## src/hdl/plp_pkg.sv

```systemverilog
package plp_pkg;

  localparam int IMAGE_DEPTH_DEF = 8192;

  localparam logic [1:0] MODE_SERIAL     = 2'd0;
  localparam logic [1:0] MODE_PRINT_DONE = 2'd1;
  localparam logic [1:0] MODE_READ       = 2'd2;

  localparam logic [7:0] PREAMBLE_A  = 8'h88;
  localparam logic [7:0] PREAMBLE_B  = 8'h33;
  localparam logic [7:0] CMD_INIT    = 8'h01;
  localparam logic [7:0] CMD_PRINT   = 8'h02;
  localparam logic [7:0] CMD_FILL    = 8'h04;
  localparam logic [7:0] ALIVE_REPLY = 8'h81;

  localparam int FLAG_SUM_ERR  = 0;
  localparam int FLAG_PRINTING = 1;
  localparam int FLAG_FULL     = 2;
  localparam int FLAG_UNPROC   = 3;

  typedef enum logic [8:0] {
    PH_IDLE   = 9'b000000001,
    PH_CMD    = 9'b000000010,
    PH_COMP   = 9'b000000100,
    PH_LEN_LO = 9'b000001000,
    PH_LEN_HI = 9'b000010000,
    PH_DATA   = 9'b000100000,
    PH_SUM_HI = 9'b001000000,
    PH_ALIVE  = 9'b010000000,
    PH_STATUS = 9'b100000000
  } phase_t;

  typedef struct packed {
    logic [1:0]  mode;
    logic [7:0]  serial_in;
    logic [12:0] read_index;
  } req_t;

  typedef struct packed {
    logic [7:0]  response;
    logic        start_print;
    logic [3:0]  top_margin;
    logic [3:0]  bottom_margin;
    logic [7:0]  palette_out;
    logic [7:0]  exposure_out;
    logic [13:0] image_count;
    logic [7:0]  image_data;
  } rsp_t;

  typedef struct packed {
    logic [7:0]  response;
    logic        start_print;
    logic [3:0]  top_margin;
    logic [3:0]  bottom_margin;
    logic [7:0]  palette_out;
    logic [7:0]  exposure_out;
    logic [13:0] image_count;
  } frame_res_t;

  typedef struct packed {
    logic       en;
    logic [7:0] data;
  } store_wr_t;

endpackage

```

## src/hdl/plp_frame.sv

```systemverilog
module plp_frame #(
  parameter int IMAGE_DEPTH = plp_pkg::IMAGE_DEPTH_DEF
) (
  input  logic                                  clk,
  input  logic                                  rst,
  input  logic                                  accept,
  input  plp_pkg::req_t                         req,
  output plp_pkg::frame_res_t                   res,
  output plp_pkg::store_wr_t                    wr,
  output logic [$clog2(IMAGE_DEPTH)-1:0]        wr_addr,
  output logic [$clog2(IMAGE_DEPTH+1)-1:0]      fill
);
  import plp_pkg::*;

  localparam int FILL_W = $clog2(IMAGE_DEPTH + 1);
  localparam int ADDR_W = $clog2(IMAGE_DEPTH);

  phase_t             phase, phase_next;
  logic               magic, magic_next;
  logic [7:0]         cmd, cmd_next;
  logic [15:0]        plen, plen_next;
  logic [15:0]        pcnt, pcnt_next;
  logic [15:0]        csum, csum_next;
  logic [15:0]        rsum, rsum_next;
  logic [3:0]         flags, flags_next;
  logic [3:0]         top_w, top_w_next;
  logic [3:0]         bot_w, bot_w_next;
  logic [7:0]         pal, pal_next;
  logic [7:0]         expo, expo_next;
  logic [FILL_W-1:0]  fill_next;
  logic [7:0]         resp;
  logic               pulse;
  logic [7:0]         b;

  assign b       = req.serial_in;
  assign wr_addr = ADDR_W'(fill);

  always_comb begin
    phase_next = phase;
    magic_next = magic;
    cmd_next   = cmd;
    plen_next  = plen;
    pcnt_next  = pcnt;
    csum_next  = csum;
    rsum_next  = rsum;
    flags_next = flags;
    top_w_next = top_w;
    bot_w_next = bot_w;
    pal_next   = pal;
    expo_next  = expo;
    fill_next  = fill;
    resp       = 8'd0;
    pulse      = 1'b0;
    wr.en      = 1'b0;
    wr.data    = b;
    if (accept) begin
      case (req.mode)
        MODE_SERIAL: begin
          case (phase)
            PH_IDLE: begin
              if (b == PREAMBLE_A) begin
                magic_next = 1'b1;
              end else begin
                if (b == PREAMBLE_B && magic) begin
                  phase_next = PH_CMD;
                end
                magic_next = 1'b0;
              end
            end
            PH_CMD: begin
              cmd_next   = b;
              csum_next  = csum + {8'd0, b};
              phase_next = PH_COMP;
            end
            PH_COMP: begin
              csum_next  = csum + {8'd0, b};
              phase_next = PH_LEN_LO;
            end
            PH_LEN_LO: begin
              plen_next  = {8'd0, b};
              csum_next  = csum + {8'd0, b};
              phase_next = PH_LEN_HI;
            end
            PH_LEN_HI: begin
              plen_next  = {b, plen[7:0]};
              csum_next  = csum + {8'd0, b};
              phase_next = PH_DATA;
            end
            PH_DATA: begin
              if (pcnt < plen) begin
                if (cmd == CMD_FILL) begin
                  if (fill < FILL_W'(IMAGE_DEPTH)) begin
                    wr.en     = 1'b1;
                    fill_next = fill + FILL_W'(1);
                  end else begin
                    flags_next[FLAG_FULL] = 1'b1;
                  end
                end else if (cmd == CMD_PRINT) begin
                  if (pcnt == 16'd1) begin
                    top_w_next = b[7:4];
                    bot_w_next = b[3:0];
                  end else if (pcnt == 16'd2) begin
                    pal_next = b;
                  end else if (pcnt == 16'd3) begin
                    expo_next = b;
                  end
                end
                pcnt_next               = pcnt + 16'd1;
                csum_next               = csum + {8'd0, b};
                flags_next[FLAG_UNPROC] = 1'b1;
              end else begin
                rsum_next  = {8'd0, b};
                phase_next = PH_SUM_HI;
              end
            end
            PH_SUM_HI: begin
              rsum_next  = {b, rsum[7:0]};
              phase_next = PH_ALIVE;
            end
            PH_ALIVE: begin
              resp       = ALIVE_REPLY;
              phase_next = PH_STATUS;
            end
            PH_STATUS: begin
              magic_next = 1'b0;
              flags_next = flags;
              if (rsum != csum) begin
                flags_next[FLAG_SUM_ERR] = 1'b1;
              end
              resp = {4'd0, flags_next};
              if (!flags_next[FLAG_PRINTING]) begin
                if (cmd == CMD_INIT) begin
                  flags_next = 4'd0;
                  top_w_next = 4'd0;
                  bot_w_next = 4'd0;
                  pal_next   = 8'd0;
                  expo_next  = 8'd0;
                  fill_next  = '0;
                end else if (cmd == CMD_PRINT) begin
                  flags_next[FLAG_PRINTING] = 1'b1;
                  pulse                     = 1'b1;
                end
              end
              phase_next = PH_IDLE;
              cmd_next   = 8'd0;
              plen_next  = 16'd0;
              pcnt_next  = 16'd0;
              csum_next  = 16'd0;
              rsum_next  = 16'd0;
            end
            default: begin
              phase_next = PH_IDLE;
              magic_next = 1'b0;
              cmd_next   = 8'd0;
              plen_next  = 16'd0;
              pcnt_next  = 16'd0;
              csum_next  = 16'd0;
              rsum_next  = 16'd0;
            end
          endcase
        end
        MODE_PRINT_DONE: begin
          flags_next[FLAG_PRINTING] = 1'b0;
        end
        default: begin
        end
      endcase
    end
  end

  always_comb begin
    res.response      = resp;
    res.start_print   = pulse;
    res.top_margin    = top_w_next;
    res.bottom_margin = bot_w_next;
    res.palette_out   = pal_next;
    res.exposure_out  = expo_next;
    res.image_count   = 14'(fill_next);
  end

  always_ff @(posedge clk) begin
    if (rst) begin
      phase <= PH_IDLE;
      magic <= 1'b0;
      cmd   <= 8'd0;
      plen  <= 16'd0;
      pcnt  <= 16'd0;
      csum  <= 16'd0;
      rsum  <= 16'd0;
      flags <= 4'd0;
      top_w <= 4'd0;
      bot_w <= 4'd0;
      pal   <= 8'd0;
      expo  <= 8'd0;
      fill  <= '0;
    end else begin
      phase <= phase_next;
      magic <= magic_next;
      cmd   <= cmd_next;
      plen  <= plen_next;
      pcnt  <= pcnt_next;
      csum  <= csum_next;
      rsum  <= rsum_next;
      flags <= flags_next;
      top_w <= top_w_next;
      bot_w <= bot_w_next;
      pal   <= pal_next;
      expo  <= expo_next;
      fill  <= fill_next;
    end
  end

endmodule

```

## config.mk

```make
export PLATFORM = sky130hd
export DESIGN_NAME = plp_frame
export DESIGN_NICKNAME = d
export VERILOG_FILES = /design/src/hdl/plp_pkg.sv /design/src/hdl/plp_frame.sv
export SDC_FILE = /design/constraint.sdc
export NUM_CORES = 1
export LEC_CHECK = 0
export BUFFER_PORTS_ARGS = -buffer_cell sky130_fd_sc_hd__buf_2
export CORE_UTILIZATION = 53
export DETAILED_ROUTE_END_ITERATION = 12
export PLACE_DENSITY = 0.78
export SLEW_MARGIN = 20
export SYNTH_ARGS = -nofsm -noshare
export SYNTH_HDL_FRONTEND = slang
export SYNTH_SLANG_ARGS = --single-unit
```

## constraint.sdc

```tcl
create_clock -name clk -period 2.9 [get_ports clk]
set_input_delay 0.435 -clock clk [delete_from_list [all_inputs] [get_ports clk]]
set_output_delay 0.435 -clock clk [all_outputs]
set_load 0.02 [all_outputs]
```

Word-level counts from Yosys, hierarchy flattened
Cells that the tools add are included.
- add/subtract/negate cells: 3
- magnitude comparators: 2
- eq/ne operators: 28
- muxes and demuxes: 86
- bitwise logic cells: 8
- reduce and logical (&&, ||, !) cells: 24
- operators by type and width (operator ; number):
    8-bit two-way mux ; 21
    16-bit one-hot mux with 3 select lines ; 3
    14-bit two-way mux ; 7
    9-bit one-hot mux with 8 select lines ; 1
    4-bit two-way mux ; 17
    8-bit one-hot mux with 2 select lines ; 4
    16-bit two-way mux ; 3
    16-bit by 2-bit == test with 1-bit output, second input constant ; 2
    16-bit one-hot mux with 2 select lines ; 1
    14-bit one-hot mux with 2 select lines ; 1
    9-bit two-way mux ; 3
    7-bit OR reduction ; 3
    1-bit two-way mux ; 17
    16-bit by 1-bit adder with 16-bit output, second input constant ; 1
    16-bit by 8-bit adder with 16-bit output ; 1
    16-bit by 1-bit == test with 1-bit output, second input constant ; 1
    16-bit less-than comparator ; 1
    16-bit inequality test ; 1
    2-bit inequality test, second input constant ; 8
    4-bit one-hot mux with 2 select lines ; 2
    4-bit AND reduction ; 4
    3-bit AND reduction ; 5
    14-bit by 1-bit adder with 14-bit output, second input constant ; 1
    14-bit less-than comparator, second input constant ; 1
    other kinds (29) ; 42
- register bits after elaboration: 124
- input port bits: 26
- logic and storage cells: 169

Depth between registers and ports, before layout
Gate-level depths: netlist of the first run.
- depth in word-level cells: 10
- depth in mapped cells: 11

Least setup slack after synthesis of the first run
No wires, ideal clock.
- path kind: register to output
- from: register plen[15]
- to: output port res[14] (netlist bit)
- arrival: 2698 ps
- required time: 2465 ps
- slack: -233 ps
- stages on the path, launching flop included: 11
- path buffers: 2
- path through: dfxtp_1 > inv_1 > ha_1 > nand4_1 > or3_4 > or4_1 > buf_6 > nand3_2 > o21ai_2 > buf_6 > o22ai_1
- RTL lines (item ; RTL line ; RTL):
    from (decl) ; plp_frame.sv:21 ; logic [15:0] plen, plen_next;
    from (signal assigned) ; plp_frame.sv:200 ; plen <= plen_next;
    to (decl) ; plp_frame.sv:8 ; output plp_pkg::frame_res_t res,

==> out/metrics.csv, run 1 <==
stage,metric,value,unit
worst_setup_path,critical-path cell list,inv_1 > ha_4 > nand4_1 > or3_4 > or4_4 > buf_6 > nand4_1 > a21oi_1 > mux2i_1 > buf_4,
placed_design,Placement Cell Area,9210,um^2
die,chip width,127,um
sta,FMAX,291,MHz
global_routing,Congestion Overflow GR,0,
pwr,Lkg Pwr,4.10,nW
worst_setup_path,cell family with most CP delay,simple AND/OR/NAND/NOR gates,
finish,register area,2490,um^2
worst_setup_path,path depth of the worst reg2reg path,10,
yosys,Synth top cells by count,"dfxtp_1 (124), nand2_1 (110), a21oi_1 (104)",
global_routing,number of global-route vias before repair,8399,
clock_network,"CTS clk-pin slew, worst paths",0.05,ns
yosys,Post-synth top flop,dfxtp_1,
die,Initial Utilization,0.543,
worst_setup_path,Worst setup EP type,output port,
clock_network,CTS Hold Buffers Added,0,
sta,Worst-Margin Slew,1.09,ns
clock_network,CTS sink cnt,124,
die,height of the die,127,um
sta,setup TNS,-17.09,ns
finish,# diodes,0,
global_routing,initial antenna violation count,0,
run,maxcap violations,0,
sta,skew final,0.00885,ns
finish,Multi-input gate area,5470,um^2
finish,area grow syn2layout,28.0,%
worst_setup_path,CP peak stage delay,0.56,ns
worst_setup_path,crit path kind,reg2out,
status,failing checks,negative setup slack,
routing,drt pass-1 iters,6,
yosys,"Cell Area, Synth",8220,um^2
finish,cell area after layout,10500,um^2
yosys,"Seq/Total Area, Yosys",0.302,
placed_design,placer congestion estimate,0.929,
global_routing,total track usage,0.338,
global_routing,first-pass GRT wire length,42800,um
finish,fill count,1159,
yosys,async set-reset flop share out of synthesis,0,
yosys,number of synthesized flops with an enable pin,0,
worst_setup_path,startpoint types,register,
worst_setup_path,WP buf/inv,3,
placed_design,post-DP HPWL,17100,um
sta,Max Slew Vio Count,0,
worst_setup_path,worst r2r dst,pcnt[1],
finish,layout net count,1242,
sta,max_slew headroom,0.269,
routing,Detail Route Antenna Nets,0,
routing,Avg WL per Cell,20.3,um
worst_setup_path,r2r setup slk,0.05,ns
routing,initial drt markers,1207,
sta,RSZ-0062 raised after global routing,yes,
worst_setup_path,critical path peak fanout,5,
sta,"Hold Violations, Final",0,
worst_setup_path,Crit. path cell count,10,
worst_setup_path,Crit Reg-Reg Startpoint,plen[15],
worst_setup_path,Critical Path AT,3.00,ns
placed_design,PortBufs,92,
yosys,"count leader, synth",dfxtp_1,
yosys,biggest area consumer among synthesized cells,dfxtp_1,
clock_network,H-tree levels,4,
sta,minimum clock period,3.43,ns
yosys,Yosys top cell area share,0.302,
sta,Final WS setup,-0.533,ns
pwr,Max IR drop VDD,517,uV
yosys,"Avg Cell Area, Syn",7.82,um^2
routing,WL final,28200,um
worst_setup_path,crit path launch,plen[15],
global_routing,largest net degree at the start of global routing,56,
worst_setup_path,"Req. time, crit path",2.47,ns
worst_setup_path,"slowest stage cell, crit path",or4_4,
clock_network,CTS max path bufs,2,
worst_setup_path,CP Capture Point,res[6],
finish,Finished Core Util,0.695,
clock_network,number of buffers created by CTS,17,
pwr,total power of the final layout,3.98,mW
worst_setup_path,"most used cell, CP",nand4_1,
die,Rows,45,
sta,Final Cycle Share,1.18,
status,outcome,"complete, but fails checks",
hold_path,hold crit path type,in2reg,
die,# IOs,109,
sta,Setup-failing EPs final,39,
clock_network,clock latency on the worst-skew pair,0.43,ns
yosys,ranking of synthesized cells by area,"dfxtp_1 (30%), a21oi_1 (6.3%), nand3_1 (5.7%)",
yosys,synthesized flop and latch total,124,
placed_design,Setup WS pre-CTS,-0.105,ns
pwr,PwrDens,378,nW/um^2
yosys,synthesis warning total,0,
die,core box area,15100,um^2
yosys,cells after synthesis,1051,
routing,vias per cell,6.62,
routing,drt drc,0,
clock_network,Root Driver,clkbuf_16,
clock_network,CTS tree,yes,
die,die area,16000,um^2
routing,vias,9195,
finish,share of layout cells above drive strength 1,0.284,
yosys,Netlist cell types,79,
flip-flops by register name, indices dropped and copies added, names as in the netlist:
register	flops
pal	8
pcnt	16
csum	16
rsum	16
top_w	4
phase	9
magic	1
flags	4
cmd	8
bot_w	4
fill	14
expo	8
plen	16
report_power, final:
| group | internal (mW) | leakage, nW | switching [mW] |
|---|---|---|---|
| Sequential | 1.70 | 1.00 | 0.00000726 |
| Combinational | 0.0398 | 2.82 | 0.118 |
| Clock | 1.34 | 0.286 | 0.771 |
final cells by class:
cell class | instances | share of cell area
Clock buffer | 24 | 0.0467
Clock inverter | 7 | 0.00832
Inverter | 38 | 0.0136
Multi-Input combinational cell | 794 | 0.520
Sequential cell | 124 | 0.237
Tap cell | 188 | 0.0224
Timing Repair Buffer | 213 | 0.152
placed cells by master, fill, tap and decap left out, types with 18 or more instances in the layout:
master	n
dfxtp_1	116
nor3_1	29
ha_1	20
nand2_1	110
buf_2	63
clkbuf_16	19
nand3_1	84
nor2_1	42
nand4_1	40
a21oi_1	97
buf_4	132
inv_1	33
mux2i_1	26
o21ai_0	18
how the worst min path moves through the flow:
| stage | from | endpoint | slack [ns] | cells past startpoint |
|---|---|---|---|---|
| floorplan | flags[0] | flags[0] | 0.43 | 2 |
| global placement | plen[3] | plen[3] | 0.44 | 2 |
| detailed placement | cmd[3] | cmd[3] | 0.45 | 2 |
| CTS | req[21] | flags[1] | 0.23 | 2 |
| global route | req[21] | flags[1] | 0.24 | 2 |
| finish | req[21] | flags[1] | 0.24 | 2 |
routing by layer:
metal	share of wire	global-route usage	vias up
li1	-	-	4186
met1	0.39	0.435	4345
met2	0.48	0.556	561
met3	0.099	0.0586	103
met4	0.032	0.151	0
met5	0	0	-
cell families after synthesis:
family,count (synthesis),synth area share
AND/OR/NAND/NOR,443,0.296
AO/OA/AOI/OAI,268,0.215
buffers and inverters,136,0.0845
flip-flops,124,0.302
adder cells (fa/ha/maj),28,0.0436
multiplexers,26,0.0317
XOR/XNOR,25,0.0266
other,1,0.000456
metrics by stage:
| step | hold slack, ns | std cells |
|---|---|---|
| 4_1_cts | 0.226 | 1381 |
| 6_report | 0.237 | 1388 |
| 5_1_grt | 0.241 | 1388 |
| 3_3_place_gp | 0.439 | 1324 |
| 3_5_place_dp | 0.445 | 1324 |
| 2_1_floorplan | 0.427 | 1053 |
what timing repair did:
action / 4_1_cts / 5_1_grt
pin swaps: 24 / 17
gates resized for setup: 69 / 43
gates cloned: 0 / 3
setup buffers: 26 / 11
setup endpoints to repair: 39 / 55
Power figures use the tool's default switching activity.
==> run 2, diff against run 1 <==
Settings changed: REMOVE_ABC_BUFFERS set to 1.
==> run 2 against run 1 <==
  * Critical path depth stayed put
  * Die area stayed put
  * Sequential share of layout area is 1.2 points lower
  * Clock skew is 0.0022 ns higher
  * The run still ends with negative setup slack left
  * Fmax is 0.27% higher
  * Via count is 5.2% higher
  * Clock-buffer cell count is 2 lower
==> out/metrics.csv, run 2 (synthesis results as in run 1) <==
stage,metric,value,unit
worst_setup_path,critical path peak fanout,5,
finish,area grow syn2layout,35.0,%
clock_network,CTS max path bufs,2,
global_routing,Congestion Overflow GR,0,
hold_path,hold crit path type,in2reg,
sta,Final Cycle Share,1.18,
sta,Setup-failing EPs final,40,
clock_network,CTS tree,yes,
worst_setup_path,r2r setup slk,-0.01,ns
pwr,Lkg Pwr,4.27,nW
finish,layout net count,1265,
die,die area,16000,um^2
sta,Max Slew Vio Count,0,
placed_design,post-DP HPWL,17900,um
sta,FMAX,292,MHz
die,core box area,15100,um^2
global_routing,first-pass GRT wire length,44300,um
finish,Layout Cells excl Fill,1412,
routing,initial drt markers,1320,
clock_network,Root Driver,clkbuf_16,
placed_design,placed cell count,1347,
routing,drt drc,0,
pwr,Max IR drop VDD,399,uV
sta,Final WS setup,-0.524,ns
sta,RSZ-0062 raised after global routing,yes,
routing,vias,9670,
finish,share of layout cells above drive strength 1,0.318,
sta,Worst-Margin Slew,0.791,ns
placed_design,PortBufs,92,
die,height of the die,127,um
run,maxcap violations,0,
finish,fill count,960,
global_routing,number of global-route vias before repair,8703,
routing,Detail Route Antenna Nets,0,
worst_setup_path,Worst setup EP type,output port,
global_routing,initial antenna violation count,0,
worst_setup_path,Critical Path AT,2.99,ns
finish,# diodes,0,
clock_network,clock latency on the worst-skew pair,0.43,ns
placed_design,placer congestion estimate,0.960,
routing,vias per cell,6.85,
routing,drt pass-1 iters,5,
die,Rows,45,
sta,"Hold Violations, Final",0,
die,chip width,127,um
worst_setup_path,startpoint types,register,
sta,minimum clock period,3.42,ns
routing,Avg WL per Cell,21.2,um
status,outcome,"complete, but fails checks",
clock_network,CTS sink cnt,124,
worst_setup_path,"Req. time, crit path",2.47,ns
die,# IOs,109,
global_routing,total track usage,0.347,
worst_setup_path,crit path kind,reg2out,
die,Initial Utilization,0.543,
clock_network,number of buffers created by CTS,17,
routing,WL final,30000,um
finish,most frequent cells in the layout,"buf_4 (139), dfxtp_1 (114), nand2_1 (109)",
global_routing,largest net degree at the start of global routing,48,
status,failing checks,negative setup slack,
sta,final hold slack,0.246,ns
sta,skew final,0.0111,ns
clock_network,H-tree levels,4,
pwr,PwrDens,381,nW/um^2
sta,max_slew headroom,0.468,
finish,"commonest non-fill, non-tap cell in the layout",buf_4,
clock_network,CTS Hold Buffers Added,0,
clock_network,"CTS clk-pin slew, worst paths",0.06,ns
## run 2: cell types whose count changed in the layout (fill, tap and decap cells not counted), sizes merged
cell / delta
nor4: -1
bufinv: +2
clkinvlp: +2
buf: +22
clkinv: -1
## run 2: area by class of cell
cell class,count,area (um^2),share of cell area
Clock buffer,22,484,0.0437
Tap cell,188,235,0.0212
Clock inverter,10,161,0.0146
Inverter,38,143,0.0129
Timing Repair Buffer,237,1930,0.174
Sequential cell,124,2490,0.225
Multi-Input combinational cell,793,5640,0.509
## run 2: through the flow
step	worst slack [ns]	instance area [um^2]	setup TNS (ns)	power, mW	util
after floorplan	-1.02	7670	-29.75	1.79	-
after global placement	-0.178	9290	-3.72	1.89	0.614
after detailed placement	-0.257	9290	-8.35	1.89	0.614
after CTS	-0.338	10600	-11.08	4.21	0.703
after global routing	-0.543	11100	-17.94	4.30	0.732
final	-0.524	11100	-15.24	4.22	0.732
## run 2: final timing paths
check                              from  endpoint  cells after the start
worst max-delay path            plen[9]    res[1]                     10
worst min-delay path            req[21]  flags[1]                      2
worst max register to register  plen[9]   pcnt[3]                     13
worst min register to register  plen[4]   plen[4]                      2
## run 2: power breakdown
part / internal (mW) / switching, mW
clock: 1.53 / 0.824
sequential: 1.70 / 0.00000791
combinational: 0.0428 / 0.124
total: 3.27 / 0.948
## run 2: per-layer routing
metal / vias to the layer above / GRT usage / routed length (um)
li1: 4241 / - / -
met1: 4521 / 0.440 / 11500
met2: 722 / 0.550 / 13800
met3: 186 / 0.0747 / 3020
met4: 0 / 0.189 / 1650
met5: - / 0 / 0
## run 2: critical path: stages (launching register included)
cell,delay (ns)
dfxtp_1,0.34
inv_1,0.05
ha_1,0.32
nand2_1,0.09
or3_4,0.41
or4_4,0.48
buf_6,0.16
and3_4,0.17
o21ai_2,0.18
a22o_1,0.21
buf_6,0.13
## run 2: repair_timing
| action | in CTS | in global routing |
|---|---|---|
| pin swaps | 38 | 23 |
| gates resized for setup | 133 | 55 |
| setup endpoints to repair | 72 | 78 |
| gates cloned | 1 | 5 |
| buffers inserted | 21 | 12 |
